==> config.mk <==
export PLATFORM = sky130hd
export DESIGN_NAME = timer_expiry_queue
export DESIGN_NICKNAME = d
export VERILOG_FILES = /design/src/rtl/teq_pkg.sv /design/src/rtl/timer_expiry_queue.sv /design/src/rtl/teq_ctrl.sv /design/src/rtl/teq_dp.sv
export SDC_FILE = /design/constraint.sdc
export NUM_CORES = 2
export LEC_CHECK = 0
export BUFFER_PORTS_ARGS = -buffer_cell sky130_fd_sc_hd__buf_4
export CORE_MARGIN = 2
export CORE_UTILIZATION = 45
export CTS_CLUSTER_SIZE = 28
export DETAILED_ROUTE_END_ITERATION = 16
export SYNTH_ARGS = -nofsm -noshare
export SYNTH_HDL_FRONTEND = slang
export SYNTH_HIERARCHICAL = 1
export SYNTH_SLANG_ARGS = --single-unit
==> constraint.sdc <==
create_clock -name i_clk -period 9 [get_ports i_clk]
set_input_delay 0.9 -clock i_clk [delete_from_list [all_inputs] [get_ports i_clk]]
set_output_delay 0.9 -clock i_clk [all_outputs]
set_load 0.01 [all_outputs]
==> src/rtl/teq_pkg.sv <==
// Shared constants, codes, control types and delay conversion helpers for the timer queue.
`default_nettype none

package teq_pkg;

    localparam int DEF_MAX_TIMERS = 32;
    localparam int DEF_TAG_BITS   = 16;
    localparam int DEF_TIME_BITS  = 48;

    localparam int DELAY_BITS = 32;
    localparam int PROD_BITS  = 2 * DELAY_BITS;
    localparam int SHIFT_BITS = 6;
    localparam int RESULT_CAP = 32;
    localparam int RCW        = $clog2(RESULT_CAP + 1);

    localparam logic [1:0] MODE_RESET = 2'd1;

    localparam logic [1:0] REQ_ADD_SEC = 2'd0;
    localparam logic [1:0] REQ_ADD_MS  = 2'd1;
    localparam logic [1:0] REQ_TICK    = 2'd2;

    localparam logic [1:0] KIND_ACCEPT = 2'd0;
    localparam logic [1:0] KIND_REJECT = 2'd1;
    localparam logic [1:0] KIND_FIRED  = 2'd2;
    localparam logic [1:0] KIND_IDLE   = 2'd3;

    localparam logic [1:0] MODE_1MS    = 2'd0;
    localparam logic [1:0] MODE_10MS   = 2'd1;
    localparam logic [1:0] MODE_100MS  = 2'd2;
    localparam logic [1:0] MODE_1000MS = 2'd3;

    typedef struct packed {
        logic load;
        logic mul;
        logic sum;
        logic commit;
        logic scan_rd;
        logic decide;
    } t_cmd;

    typedef struct packed {
        logic idx_last;
        logic more;
    } t_sts;

    // multiplier constant: seconds scale up, milliseconds use a reciprocal
    function automatic logic [DELAY_BITS-1:0] mul_const(input logic secs,
                                                         input logic [1:0] mode);
        logic [DELAY_BITS-1:0] k;
        k = 32'd1;
        case (mode)
            MODE_1MS:    k = secs ? 32'd1000 : 32'd1;
            MODE_10MS:   k = secs ? 32'd100  : 32'hCCCC_CCCD;
            MODE_100MS:  k = secs ? 32'd10   : 32'h51EB_851F;
            MODE_1000MS: k = secs ? 32'd1    : 32'h1062_4DD3;
            default:     k = 32'd1;
        endcase
        return k;
    endfunction

    function automatic logic [SHIFT_BITS-1:0] mul_shift(input logic secs,
                                                         input logic [1:0] mode);
        logic [SHIFT_BITS-1:0] s;
        s = 6'd0;
        case (mode)
            MODE_1MS:    s = 6'd0;
            MODE_10MS:   s = secs ? 6'd0 : 6'd35;
            MODE_100MS:  s = secs ? 6'd0 : 6'd37;
            MODE_1000MS: s = secs ? 6'd0 : 6'd38;
            default:     s = 6'd0;
        endcase
        return s;
    endfunction

endpackage

`default_nettype wire

==> src/rtl/timer_expiry_queue.sv <==
// Top level of the timer expiry queue: sequencer plus datapath.
//
// Usage: drive start with a request word (req_type, now_time, delay_value,
// timer_tag); it is taken at a clock edge where start is high and busy low.
// Each result word sits on the outputs for one cycle, flagged by o_result_valid;
// the receiver must take every word, there is no back-pressure.
// o_last_result marks the final word of a request. Request type 3 gives none.
// resolution_mode is written through i_cfg_we / i_cfg_wdata while idle.
// Add (seconds or ms): S_MUL multiplies, S_SUM adds and saturates, S_ADD commits; the
// accept or reject word is registered from the commit and shows as busy drops.
// Tick: each table scan reads one slot per cycle from the table memories, then
// passes S_LAST and S_DECIDE; a tick that fires k timers takes (k+1) scans, with
// the k-th fire word leaving at the end of scan k+1. At most 32 timers fire per
// tick. A tick with nothing due gives one idle word after one scan.
// Reset (i_rst_n low, synchronous) empties the table at once through the slot
// valid bits and sets resolution_mode to 10 ms; no clearing pass is needed.
`default_nettype none

module timer_expiry_queue #(
    parameter int MAX_TIMERS = teq_pkg::DEF_MAX_TIMERS,
    parameter int TAG_BITS   = teq_pkg::DEF_TAG_BITS,
    parameter int TIME_BITS  = teq_pkg::DEF_TIME_BITS
) (
    input  wire logic                            i_clk,
    input  wire logic                            i_rst_n,
    input  wire logic                            i_cfg_we,
    input  wire logic [1:0]                      i_cfg_wdata,
    input  wire logic                            start,
    output logic                                 busy,
    input  wire logic [1:0]                      i_req_type,
    input  wire logic [TIME_BITS-1:0]            i_now_time,
    input  wire logic [teq_pkg::DELAY_BITS-1:0]  i_delay_value,
    input  wire logic [TAG_BITS-1:0]             i_timer_tag,
    output logic                                 o_result_valid,
    output logic [1:0]                           o_result_kind,
    output logic [TAG_BITS-1:0]                  o_fired_tag,
    output logic [TIME_BITS-1:0]                 o_fire_time,
    output logic                                 o_last_result
);

    teq_pkg::t_cmd w_cmd;
    teq_pkg::t_sts w_sts;

    teq_ctrl u_ctrl (
        .i_clk      (i_clk),
        .i_rst_n    (i_rst_n),
        .start      (start),
        .i_req_type (i_req_type),
        .i_sts      (w_sts),
        .o_cmd      (w_cmd),
        .busy       (busy)
    );

    teq_dp #(
        .MAX_TIMERS (MAX_TIMERS),
        .TAG_BITS   (TAG_BITS),
        .TIME_BITS  (TIME_BITS)
    ) u_dp (
        .i_clk          (i_clk),
        .i_rst_n        (i_rst_n),
        .i_cfg_we       (i_cfg_we),
        .i_cfg_wdata    (i_cfg_wdata),
        .i_req_type     (i_req_type),
        .i_now_time     (i_now_time),
        .i_delay_value  (i_delay_value),
        .i_timer_tag    (i_timer_tag),
        .i_cmd          (w_cmd),
        .o_sts          (w_sts),
        .o_result_valid (o_result_valid),
        .o_result_kind  (o_result_kind),
        .o_fired_tag    (o_fired_tag),
        .o_fire_time    (o_fire_time),
        .o_last_result  (o_last_result)
    );

endmodule

`default_nettype wire

==> src/rtl/teq_ctrl.sv <==
// Sequencer for the timer queue: steps adds and table scans through the datapath.
`default_nettype none

module teq_ctrl (
    input  wire logic          i_clk,
    input  wire logic          i_rst_n,
    input  wire logic          start,
    input  wire logic [1:0]    i_req_type,
    input  wire teq_pkg::t_sts i_sts,
    output teq_pkg::t_cmd      o_cmd,
    output logic               busy
);

    typedef enum logic [6:0] {
        S_IDLE   = 7'b0000001,
        S_MUL    = 7'b0000010,
        S_SUM    = 7'b0000100,
        S_ADD    = 7'b0001000,
        S_SCAN   = 7'b0010000,
        S_LAST   = 7'b0100000,
        S_DECIDE = 7'b1000000
    } t_state;

    t_state r_state;
    t_state n_state;

    always_comb begin
        n_state = r_state;
        o_cmd   = '0;
        case (r_state)
            S_IDLE: begin
                if (start) begin
                    o_cmd.load = 1'b1;
                    case (i_req_type)
                        teq_pkg::REQ_ADD_SEC: n_state = S_MUL;
                        teq_pkg::REQ_ADD_MS:  n_state = S_MUL;
                        teq_pkg::REQ_TICK:    n_state = S_SCAN;
                        default:              n_state = S_IDLE;
                    endcase
                end
            end
            S_MUL: begin
                o_cmd.mul = 1'b1;
                n_state   = S_SUM;
            end
            S_SUM: begin
                o_cmd.sum = 1'b1;
                n_state   = S_ADD;
            end
            S_ADD: begin
                o_cmd.commit = 1'b1;
                n_state      = S_IDLE;
            end
            S_SCAN: begin
                o_cmd.scan_rd = 1'b1;
                if (i_sts.idx_last) begin
                    n_state = S_LAST;
                end
            end
            S_LAST: begin
                n_state = S_DECIDE;
            end
            S_DECIDE: begin
                o_cmd.decide = 1'b1;
                n_state      = i_sts.more ? S_SCAN : S_IDLE;
            end
            default: begin
                n_state = S_IDLE;
            end
        endcase
    end

    always_ff @(posedge i_clk) begin
        if (!i_rst_n) begin
            r_state <= S_IDLE;
        end else begin
            r_state <= n_state;
        end
    end

    assign busy = (r_state != S_IDLE);

endmodule

`default_nettype wire

==> src/rtl/teq_dp.sv <==
// Datapath for the timer queue: delay conversion, timer table memories and scan selection.
`default_nettype none

module teq_dp #(
    parameter int MAX_TIMERS = teq_pkg::DEF_MAX_TIMERS,
    parameter int TAG_BITS   = teq_pkg::DEF_TAG_BITS,
    parameter int TIME_BITS  = teq_pkg::DEF_TIME_BITS
) (
    input  wire logic                            i_clk,
    input  wire logic                            i_rst_n,
    input  wire logic                            i_cfg_we,
    input  wire logic [1:0]                      i_cfg_wdata,
    input  wire logic [1:0]                      i_req_type,
    input  wire logic [TIME_BITS-1:0]            i_now_time,
    input  wire logic [teq_pkg::DELAY_BITS-1:0]  i_delay_value,
    input  wire logic [TAG_BITS-1:0]             i_timer_tag,
    input  wire teq_pkg::t_cmd                   i_cmd,
    output teq_pkg::t_sts                        o_sts,
    output logic                                 o_result_valid,
    output logic [1:0]                           o_result_kind,
    output logic [TAG_BITS-1:0]                  o_fired_tag,
    output logic [TIME_BITS-1:0]                 o_fire_time,
    output logic                                 o_last_result
);

    localparam int IW = $clog2(MAX_TIMERS);
    localparam int CW = $clog2(MAX_TIMERS + 1);
    localparam int SW = teq_pkg::PROD_BITS + 1;

    // configuration and captured word
    logic [1:0]                      r_mode;
    logic                            r_secs;
    logic [TIME_BITS-1:0]            r_now;
    logic [teq_pkg::DELAY_BITS-1:0]  r_delay;
    logic [TAG_BITS-1:0]             r_tag;

    // add path
    logic [teq_pkg::PROD_BITS-1:0]   r_prod;
    logic [teq_pkg::PROD_BITS-1:0]   n_prod;
    logic [TIME_BITS-1:0]            r_trig;
    logic [TIME_BITS-1:0]            n_trig;
    logic [teq_pkg::PROD_BITS-1:0]   w_ticks;
    logic [SW-1:0]                   w_sum;

    // table
    logic [MAX_TIMERS-1:0]           r_valid;
    logic [CW-1:0]                   r_pend;
    logic [IW-1:0]                   n_free;
    logic                            w_full;
    logic                            w_ins;
    logic [TIME_BITS-1:0]            mem_trig [MAX_TIMERS];
    logic [TAG_BITS-1:0]             mem_tag  [MAX_TIMERS];
    logic [IW-1:0]                   mem_age  [MAX_TIMERS];
    logic [TIME_BITS-1:0]            r_rd_trig;
    logic [TAG_BITS-1:0]             r_rd_tag;
    logic [IW-1:0]                   r_rd_age;

    // scan
    logic [IW-1:0]                   r_idx;
    logic                            r_rd_vld;
    logic [IW-1:0]                   r_rd_idx;
    logic                            w_slot_v;
    logic [IW-1:0]                   w_adj_age;
    logic                            w_age_wb;
    logic                            w_age_we;
    logic [IW-1:0]                   w_age_wa;
    logic [IW-1:0]                   w_age_wd;
    logic                            w_cand;
    logic                            w_better;
    logic                            r_best_found;
    logic [TIME_BITS-1:0]            r_best_trig;
    logic [TAG_BITS-1:0]             r_best_tag;
    logic [IW-1:0]                   r_best_age;
    logic [IW-1:0]                   r_best_idx;
    logic                            r_rm_pend;
    logic [IW-1:0]                   r_rm_age;
    logic                            r_fire_pend;
    logic [TAG_BITS-1:0]             r_fire_tag;
    logic [teq_pkg::RCW-1:0]         r_cnt;
    logic                            w_more;

    // result register
    logic                            r_out_valid;
    logic [1:0]                      r_out_kind;
    logic [TAG_BITS-1:0]             r_out_tag;
    logic [TIME_BITS-1:0]            r_out_time;
    logic                            r_out_last;

    always_ff @(posedge i_clk) begin
        if (!i_rst_n) begin
            r_mode <= teq_pkg::MODE_RESET;
        end else if (i_cfg_we) begin
            r_mode <= i_cfg_wdata;
        end
    end

    always_ff @(posedge i_clk) begin
        if (i_cmd.load) begin
            r_secs  <= (i_req_type == teq_pkg::REQ_ADD_SEC);
            r_now   <= i_now_time;
            r_delay <= i_delay_value;
            r_tag   <= i_timer_tag;
        end
    end

    // scale or divide the delay by a constant, then add and saturate
    always_comb begin
        n_prod  = 64'(r_delay) * 64'(teq_pkg::mul_const(r_secs, r_mode));
        w_ticks = r_prod >> teq_pkg::mul_shift(r_secs, r_mode);
        w_sum   = SW'(r_now) + SW'(w_ticks);
        if (w_sum > SW'({TIME_BITS{1'b1}})) begin
            n_trig = {TIME_BITS{1'b1}};
        end else begin
            n_trig = w_sum[TIME_BITS-1:0];
        end
    end

    always_ff @(posedge i_clk) begin
        if (i_cmd.mul) begin
            r_prod <= n_prod;
        end
        if (i_cmd.sum) begin
            r_trig <= n_trig;
        end
    end

    always_comb begin
        n_free = '0;
        for (int i = MAX_TIMERS - 1; i >= 0; i--) begin
            if (!r_valid[i]) begin
                n_free = IW'(i);
            end
        end
    end

    assign w_full = (r_pend == CW'(MAX_TIMERS));
    assign w_ins  = i_cmd.commit && !w_full;

    // scan evaluation on the registered read word
    assign w_slot_v  = r_valid[r_rd_idx];
    assign w_adj_age = r_rd_age - IW'(r_rm_pend && (r_rd_age > r_rm_age));
    assign w_age_wb  = r_rd_vld && r_rm_pend && w_slot_v;
    assign w_cand    = r_rd_vld && w_slot_v && (r_rd_trig <= r_now);
    assign w_better  = !r_best_found || (r_rd_trig < r_best_trig) ||
                       ((r_rd_trig == r_best_trig) && (w_adj_age < r_best_age));
    assign w_more    = r_best_found && (r_cnt < teq_pkg::RCW'(teq_pkg::RESULT_CAP));

    assign w_age_we = w_ins || w_age_wb;
    assign w_age_wa = w_ins ? n_free : r_rd_idx;
    assign w_age_wd = w_ins ? IW'(r_pend) : w_adj_age;

    always_ff @(posedge i_clk) begin
        if (w_ins) begin
            mem_trig[n_free] <= r_trig;
            mem_tag[n_free]  <= r_tag;
        end
        if (w_age_we) begin
            mem_age[w_age_wa] <= w_age_wd;
        end
        r_rd_trig <= mem_trig[r_idx];
        r_rd_tag  <= mem_tag[r_idx];
        r_rd_age  <= mem_age[r_idx];
        r_rd_idx  <= r_idx;
    end

    always_ff @(posedge i_clk) begin
        if (w_cand && w_better) begin
            r_best_trig <= r_rd_trig;
            r_best_tag  <= r_rd_tag;
            r_best_age  <= w_adj_age;
            r_best_idx  <= r_rd_idx;
        end
        if (i_cmd.decide && w_more) begin
            r_rm_age   <= r_best_age;
            r_fire_tag <= r_best_tag;
        end
    end

    always_ff @(posedge i_clk) begin
        if (!i_rst_n) begin
            r_valid      <= '0;
            r_pend       <= '0;
            r_idx        <= '0;
            r_rd_vld     <= 1'b0;
            r_best_found <= 1'b0;
            r_rm_pend    <= 1'b0;
            r_fire_pend  <= 1'b0;
            r_cnt        <= '0;
        end else begin
            r_rd_vld <= i_cmd.scan_rd;
            if (i_cmd.load) begin
                r_idx        <= '0;
                r_best_found <= 1'b0;
                r_rm_pend    <= 1'b0;
                r_fire_pend  <= 1'b0;
                r_cnt        <= '0;
            end
            if (i_cmd.scan_rd) begin
                r_idx <= r_idx + 1'b1;
            end
            if (w_cand) begin
                r_best_found <= 1'b1;
            end
            if (w_ins) begin
                r_valid[n_free] <= 1'b1;
                r_pend          <= r_pend + 1'b1;
            end
            if (i_cmd.decide) begin
                r_idx        <= '0;
                r_best_found <= 1'b0;
                r_rm_pend    <= w_more;
                r_fire_pend  <= w_more;
                if (w_more) begin
                    r_valid[r_best_idx] <= 1'b0;
                    r_pend              <= r_pend - 1'b1;
                    r_cnt               <= r_cnt + 1'b1;
                end
            end
        end
    end

    always_ff @(posedge i_clk) begin
        if (!i_rst_n) begin
            r_out_valid <= 1'b0;
        end else begin
            r_out_valid <= i_cmd.commit ||
                           (i_cmd.decide && (r_fire_pend || !r_best_found));
        end
    end

    always_ff @(posedge i_clk) begin
        if (i_cmd.commit) begin
            r_out_kind <= w_full ? teq_pkg::KIND_REJECT : teq_pkg::KIND_ACCEPT;
            r_out_tag  <= '0;
            r_out_time <= '0;
            r_out_last <= 1'b1;
        end else if (i_cmd.decide) begin
            r_out_time <= r_now;
            if (r_fire_pend) begin
                r_out_kind <= teq_pkg::KIND_FIRED;
                r_out_tag  <= r_fire_tag;
                r_out_last <= !w_more;
            end else begin
                r_out_kind <= teq_pkg::KIND_IDLE;
                r_out_tag  <= '0;
                r_out_last <= 1'b1;
            end
        end
    end

    assign o_sts.idx_last = (r_idx == IW'(MAX_TIMERS - 1));
    assign o_sts.more     = w_more;

    assign o_result_valid = r_out_valid;
    assign o_result_kind  = r_out_kind;
    assign o_fired_tag    = r_out_tag;
    assign o_fire_time    = r_out_time;
    assign o_last_result  = r_out_last;

`ifndef SYNTHESIS
    a_pend_bound: assert property (@(posedge i_clk) disable iff (!i_rst_n)
        r_pend <= CW'(MAX_TIMERS))
        else $error("pending count above table size");

    a_pend_match: assert property (@(posedge i_clk) disable iff (!i_rst_n)
        $countones(r_valid) == int'(r_pend))
        else $error("pending count disagrees with valid slots");

    a_out_src: assert property (@(posedge i_clk) disable iff (!i_rst_n)
        r_out_valid |-> $past(i_cmd.commit || i_cmd.decide))
        else $error("result strobe without commit or decide");

    a_cap: assert property (@(posedge i_clk) disable iff (!i_rst_n)
        r_cnt <= teq_pkg::RCW'(teq_pkg::RESULT_CAP))
        else $error("tick fired more timers than the cap");

    a_rm_fire: assert property (@(posedge i_clk) disable iff (!i_rst_n)
        r_rm_pend == r_fire_pend)
        else $error("age removal out of step with held fire word");
`endif

endmodule

`default_nettype wire

---- Word level (Yosys, flattened, before mapping) ----
Memories as Yosys holds them, arrays and structs flattened. A register that Yosys moved wholly into a read port is not among the register bits.
Index checks and enable logic that the tools add are counted.
cells by class
  shift-type cells ........................ 1
  bitwise gates (word level) .............. 4
  multiply operators ...................... 1
  equality and inequality tests ........... 18
  mux-type cells .......................... 86
  order comparisons ....................... 11
  reductions and logical operators ........ 30
  add/subtract/negate cells ............... 6
operator list
  cell                                                                           number
  5-bit two-way mux                                                              37
  32-bit two-way mux                                                             5
  32-bit case mux with 4 select lines                                            1
  48-bit by 64-bit adder with 65-bit output                                      1
  65-bit by 48-bit > comparator with 1-bit output (second input constant)        1
  32-bit by 32-bit multiplier with 64-bit output                                 1
  64-bit by 6-bit right shift with 64-bit output                                 1
  6-bit two-way mux                                                              9
  48-bit equality test                                                           1
  48-bit <= comparator                                                           1
  48-bit less-than comparator                                                    1
  7-bit case mux with 6 select lines                                             1
  32-bit bitwise AND                                                             1
  32-bit NOT                                                                     1
  32-bit OR                                                                      1
  31-bit two-way mux                                                             1
  29-bit two-way mux                                                             1
  6-bit case mux with 4 select lines                                             1
  1-bit two-way mux                                                              20
  5-bit by 6-bit less-than comparator with 1-bit output (second input constant)  3
  16-bit two-way mux                                                             1
  7-bit two-way mux                                                              2
  1-bit logical AND                                                              13
  6-bit by 1-bit adder with 6-bit output (second input constant)                 2
  other kinds (33)                                                               50
word-level totals
  RAM bits ................................ 2208
  memories kept ........................... 3
  output and inout bits ................... 69
  flip-flop bits (word level) ............. 438
  logic and storage cells ................. 187
memories
  memory         words  bits a word  rd ports  clocked after Yosys merged registers in  wr ports  RTL line      RTL
  u_dp.mem_trig  32     48           1         1                                        1         teq_dp.sv:51  logic [TIME_BITS-1:0] mem_trig [MAX_TIMERS];
  u_dp.mem_tag   32     16           1         1                                        1         teq_dp.sv:52  logic [TAG_BITS-1:0] mem_tag [MAX_TIMERS];
  u_dp.mem_age   32     5            1         1                                        1         teq_dp.sv:53  logic [IW-1:0] mem_age [MAX_TIMERS];

---- Depth between registers and ports, before layout ----
  depth in word-level cells ............... 42
  mapped depth ............................ 36
  mapped depth without buffers ............ 33

---- Hierarchy ----
The synthesis kept the hierarchy.
by module, submodules not included
  module    seq. area each (um2)  cells an instance  times used  area an instance (um2)
  teq_dp    79376.1               8386               1           135246.0
  teq_ctrl  140.1                 54                 1           452.9

---- Worst setup path before layout ----
OpenSTA, ideal clock, no wires.
  kind .................................... flip-flop to flip-flop
  start ................................... register u_dp.r_mode[0]
  end ..................................... register u_dp/r_prod[62] in the netlist's numbering (data pin)
  clock period less this slack ............ 8.767 ns
  setup slack ............................. 0.233 ns
  required time ........................... 8.742 ns
  path buffers ............................ 4
  stages on the path, launching flop included .. 32
  arrival time ............................ 8.509 ns
  cell sequence ........................... dfxtp_1 -> buf_2 -> clkinv_1 -> nor2_1 -> clkbuf_1 -> clkbuf_1 -> nand2_1 -> nor2_1 -> inv_1 -> fa_1 -> fa_1 -> inv_1 -> fa_1 -> fa_1 -> fa_1 -> fa_1 -> fa_1 -> inv_1 -> fa_1 -> inv_1 -> ha_1 -> clkbuf_1 -> nand4_1 -> nor2_1 -> and4_1 -> nor3_2 -> o22ai_1 -> o311ai_2 -> a21boi_1 -> or4b_1 -> a31oi_1 -> xnor2_1
on the way
  word-level cells in the longest chain between the ends .. 3
  elaborated cells on any way between the ends .. 6
  classes of those cells .................. 1 x mul; 3 x eq/ne; 1 x mux; 1 x reduce/logical
RTL lines
  item                                              RTL line       RTL
  start, declared                                   teq_dp.sv:31   logic [1:0] r_mode;
  start signal, assigned                            teq_dp.sv:91   r_mode <= teq_pkg::MODE_RESET;
  start signal, assigned                            teq_dp.sv:93   r_mode <= i_cfg_wdata;
  2-bit equality test (tied with other cells)       teq_pkg.sv:51  case (mode)
  32-bit case mux with 4 select lines *             teq_pkg.sv:51
  32-bit by 32-bit multiplier with 64-bit output *  teq_dp.sv:108  n_prod = 64'(r_delay) * 64'(teq_pkg::mul_const(r_secs, r_mode));
  named net u_dp.n_prod, one bit                    teq_dp.sv:39   logic [teq_pkg::PROD_BITS-1:0] n_prod;
  end signal, assigned                              teq_dp.sv:120  r_prod <= n_prod;
  end, declared                                     teq_dp.sv:38   logic [teq_pkg::PROD_BITS-1:0] r_prod;
The timed path passes the listed nets; every way through them passes the cells marked *.
A chain may end at the register's enable or synchronous reset.

---- Final worst setup path ----
  start ................................... register u_dp.r_secs
  end ..................................... register u_dp/r_prod[62] in the netlist's numbering (data pin)
on the way
  word-level cells in the longest chain between the ends .. 3
  elaborated cells on any way between the ends .. 6
  classes of those cells .................. 1 x mul; 5 x mux
RTL lines
  item                                              RTL line       RTL
  start, declared                                   teq_dp.sv:32   logic r_secs;
  start signal, assigned                            teq_dp.sv:99   r_secs <= (i_req_type == teq_pkg::REQ_ADD_SEC);
  31-bit two-way mux (tied with other cells)        teq_pkg.sv:54  MODE_100MS: k = secs ? 32'd10 : 32'h51EB_851F;
  32-bit case mux with 4 select lines *             teq_pkg.sv:51
  32-bit by 32-bit multiplier with 64-bit output *  teq_dp.sv:108
  named net u_dp.n_prod, one bit                    teq_dp.sv:39
Marks and branches as above.

==> reports/metrics.yaml <==
setup_path:
  end_kind: "register"
  crit_slowest_cell: "fa_1"
  r2r_slack_ns: 0.33
  rr_endpoint: "u_dp/r_prod[62]$_DFFE_PP_"
  crit_fanout: 16
  crit_top_cell: "fa_1"
  r2r_start: "u_dp/r_secs$_DFFE_PP_"
  cp.required_ns: 9.62
  crit_family: "adder cells"
  r2r_cells: 31
  worst_path_largest_cell_delay_ns: 0.63
  critPathKind: "register to register"
  worst-path-buf-inv: 9
  start_kind: "register"
  arrival_ns: 9.29
logic_synthesis:
  ys.flop_type: "edfxtp_1"
  synth_fp_nets: 9801
  synth_cells: 8440
  synthDistinctLibCells: 92
  async_flop_share_pct: 0
  yosysSeqAreaShare_pct: 58.6
  synth_warnings: 6
  avgSynthCellArea_um2: 16.1
  synth_edf_count: 2514
  syn_area_mm2: 0.136
  synth_seq_cells: 2715
timing:
  tightest_slew_ns: 1.22
  finalSetupTns_ns: 0
  fmax_mhz: 115
  maxSlewViolCount: 0
  min_period_over_period_pct: 96.3
  fin_crit_ns: 8.67
  hold_violations: 0
  skew_ns: 0.106
  slew_headroom_pct: 18.6
  setup_violations: 0
  layout_setup_ws_ns: 0.332
cells_and_area:
  area_growth_pct: 13.1
  fin_area_mm2: 0.153
  drive_gt1_share_pct: 20.6
  fin_nets: 10200
min_path:
  min_from: "i_timer_tag[15]"
  hold_path.class: "primary input to register"
  hold_depth: 1
  hold_path_end: "u_dp/r_tag[15]$_DFFE_PP_"
global_routing:
  grt.total_usage_pct: 25.9
  grt_max_degree: 135
  grt_pass1_vias: 78800
  antenna_found_initial: 21
  grt_pass1_wl_um: 570000
  grt_overflow: 0
placed_design:
  post-place-ws_ns: 0.119
  dpl.hpwl_um: 259000
  placed_area_mm2: 0.144
  gp_congestion: 0.988
  numPortBuffers: 172
detailed_routing:
  drc_errors: 0
  dr_total_vias: 75900
  vias_per_cell: 5.80
  drtIter0Drc: 8070
  postRouteAntennaNets: 0
  wl_um: 395000
  wire_per_inst_um: 30.2
  first_pass_iters: 6
cts:
  root_buffer: "clkbuf_16"
  cts_hold_buf: 0
  cts.sinks: 2715
  clk_latency_ns: 0.93
  cts_htree_levels: 5
  cts_buffers: 290
  cts_tree: "done"
  clkSlewWorstSetupHoldPaths_ns: 0.07
  clk_path_buf_depth: 4
floorplanning:
  dieWidth_um: 553
  start_util_pct: 45.2
  rows: 201
  core_mm2: 0.300
  die_area_mm2: 0.306
  die_y_um: 553
  pin_count: 173
run:
  maxCapViolCount: 0
outcome:
  status: "finished, final reports clean"
-- worst max-delay path by stage --
| stage | start | end | slack (ns) | depth (start not counted) |
|---|---|---|---|---|
| after floorplan | u_dp/r_mode[0]$_SDFFE_PN1P_ | u_dp/r_prod[62]$_DFFE_PP_ | 0.23 | 31 |
| after global placement | u_dp/r_secs$_DFFE_PP_ | u_dp/r_prod[62]$_DFFE_PP_ | 0.15 | 29 |
| after detailed placement | u_dp/r_secs$_DFFE_PP_ | u_dp/r_prod[62]$_DFFE_PP_ | 0.12 | 29 |
| after CTS | u_dp/r_secs$_DFFE_PP_ | u_dp/r_prod[62]$_DFFE_PP_ | 0.08 | 29 |
| after global routing | u_dp/r_secs$_DFFE_PP_ | u_dp/r_prod[62]$_DFFE_PP_ | -0.001 | 31 |
| final | u_dp/r_secs$_DFFE_PP_ | u_dp/r_prod[62]$_DFFE_PP_ | 0.33 | 31 |
-- cells by family after synthesis --
logic type / count (synthesis) / share of synthesized area, %
buf+inv: 1404 / 3.92
flops: 2715 / 58.6
other cells: 1 / 0.00276
simple gates: 1340 / 4.63
xor+xnor: 136 / 0.878
compound gates: 745 / 3.69
fa+ha+maj: 1257 / 15.5
mux: 842 / 12.7
-- flip-flops by register name, indices dropped and copies added (netlist names), 32 cells and up --
name and count:
u_dp/mem_trig 1536, u_dp/r_prod 64, u_dp/r_trig 48, u_dp/r_rd_trig 48
u_dp/mem_age 160, u_dp/r_best_trig 48, u_dp/r_delay 32, u_dp/mem_tag 512
u_dp/r_valid 32, u_dp/r_now 48, u_dp/o_fire_time 48
-- placed cells by master, fill, tap and decap left out, types with 41 or more instances in the layout --
cell | Yosys | routed
o21ai_0 | 134 | 132
mux2i_1 | 67 | 67
nand4_1 | 54 | 54
and3_1 | 65 | 63
dfxtp_1 | 201 | 194
clkinv_1 | 1 | 43
a21o_1 | 105 | 105
a21oi_1 | 205 | 202
inv_1 | 1056 | 1050
nand3_1 | 63 | 63
mux2_2 | 74 | 74
and2_1 | 109 | 109
fa_1 | 713 | 708
nand2b_1 | 41 | 41
ha_1 | 544 | 544
xor2_1 | 46 | 46
xnor2_1 | 90 | 89
nand2_1 | 539 | 536
clkbuf_16 | 0 | 293
buf_4 | 3 | 477
nor2_1 | 289 | 252
clkinv_2 | 0 | 43
clkbuf_1 | 251 | 57
nor2b_1 | 44 | 44
edfxtp_1 | 2514 | 2514
mux4_2 | 701 | 701
-- area by class of cell --
| class | count | area (um^2) |
|---|---|---|
| fill | 24700 | 147000 |
| inverter | 1058 | 3970 |
| clock buffer | 373 | 7860 |
| antenna | 7 | 17.5 |
| tap | 3958 | 4950 |
| sequential | 2715 | 79500 |
| timing repair buffer | 499 | 4010 |
| clock inverter | 160 | 1870 |
| multi-input combinational | 4321 | 51200 |
-- synthesized netlist by cell type (41+ instances only) --
cell type	count	area [um^2]
edfxtp_1	2514	75500
inv_1	1056	3960
fa_1	713	14300
mux4_2	701	15800
ha_1	544	6810
nand2_1	539	2020
nor2_1	289	1080
clkbuf_1	251	942
a21oi_1	205	1030
dfxtp_1	201	4020
o21ai_0	134	671
and2_1	109	682
a21o_1	105	788
xnor2_1	90	788
buf_1	80	300
mux2_2	74	833
mux2i_1	67	671
and3_1	65	407
nand3_1	63	315
nand4_1	54	338
xor2_1	46	403
nor2b_1	44	275
nand2b_1	41	257
-- worst register-to-register path: cells and delay by family (launching register included) --
kind | cells | cell delay [ns]
compound gates | 4 | 0.73
xor+xnor | 1 | 0.10
fa+ha+maj | 9 | 4.50
buf+inv | 9 | 1.18
flops | 1 | 0.42
simple gates | 8 | 1.49
-- per-layer routing --
layer  up-vias  part of all wire [%]  track usage, %  wire length (um)
met5         -                 0.017               0                66
met3       655                   7.1            3.87             27900
met1     40200                    41            35.6            161000
li1      32100                     -               -                 -
met4        12                   4.3            9.74             16800
met2      2991                    48            41.8            189000
-- what timing repair did --
action,4_1_cts,5_1_grt
gates resized for setup,0,21
endpoints found under the setup margin,0,5
setup buffers,0,2
-- per-stage QoR --
stage	hold slack, ns	util (%)	std cells
3_5_place_dp	0.393	47.9	12500
3_3_place_gp	0.389	47.9	12500
6_report	0.151	51.2	13100
2_1_floorplan	0.329	-	8440
4_1_cts	0.0750	51.1	13100
5_1_grt	0.0994	51.1	13100
Power is left out: the tool's default activity adds up to more than one toggle a clock period on the data nets, which glitch-free logic cannot reach.
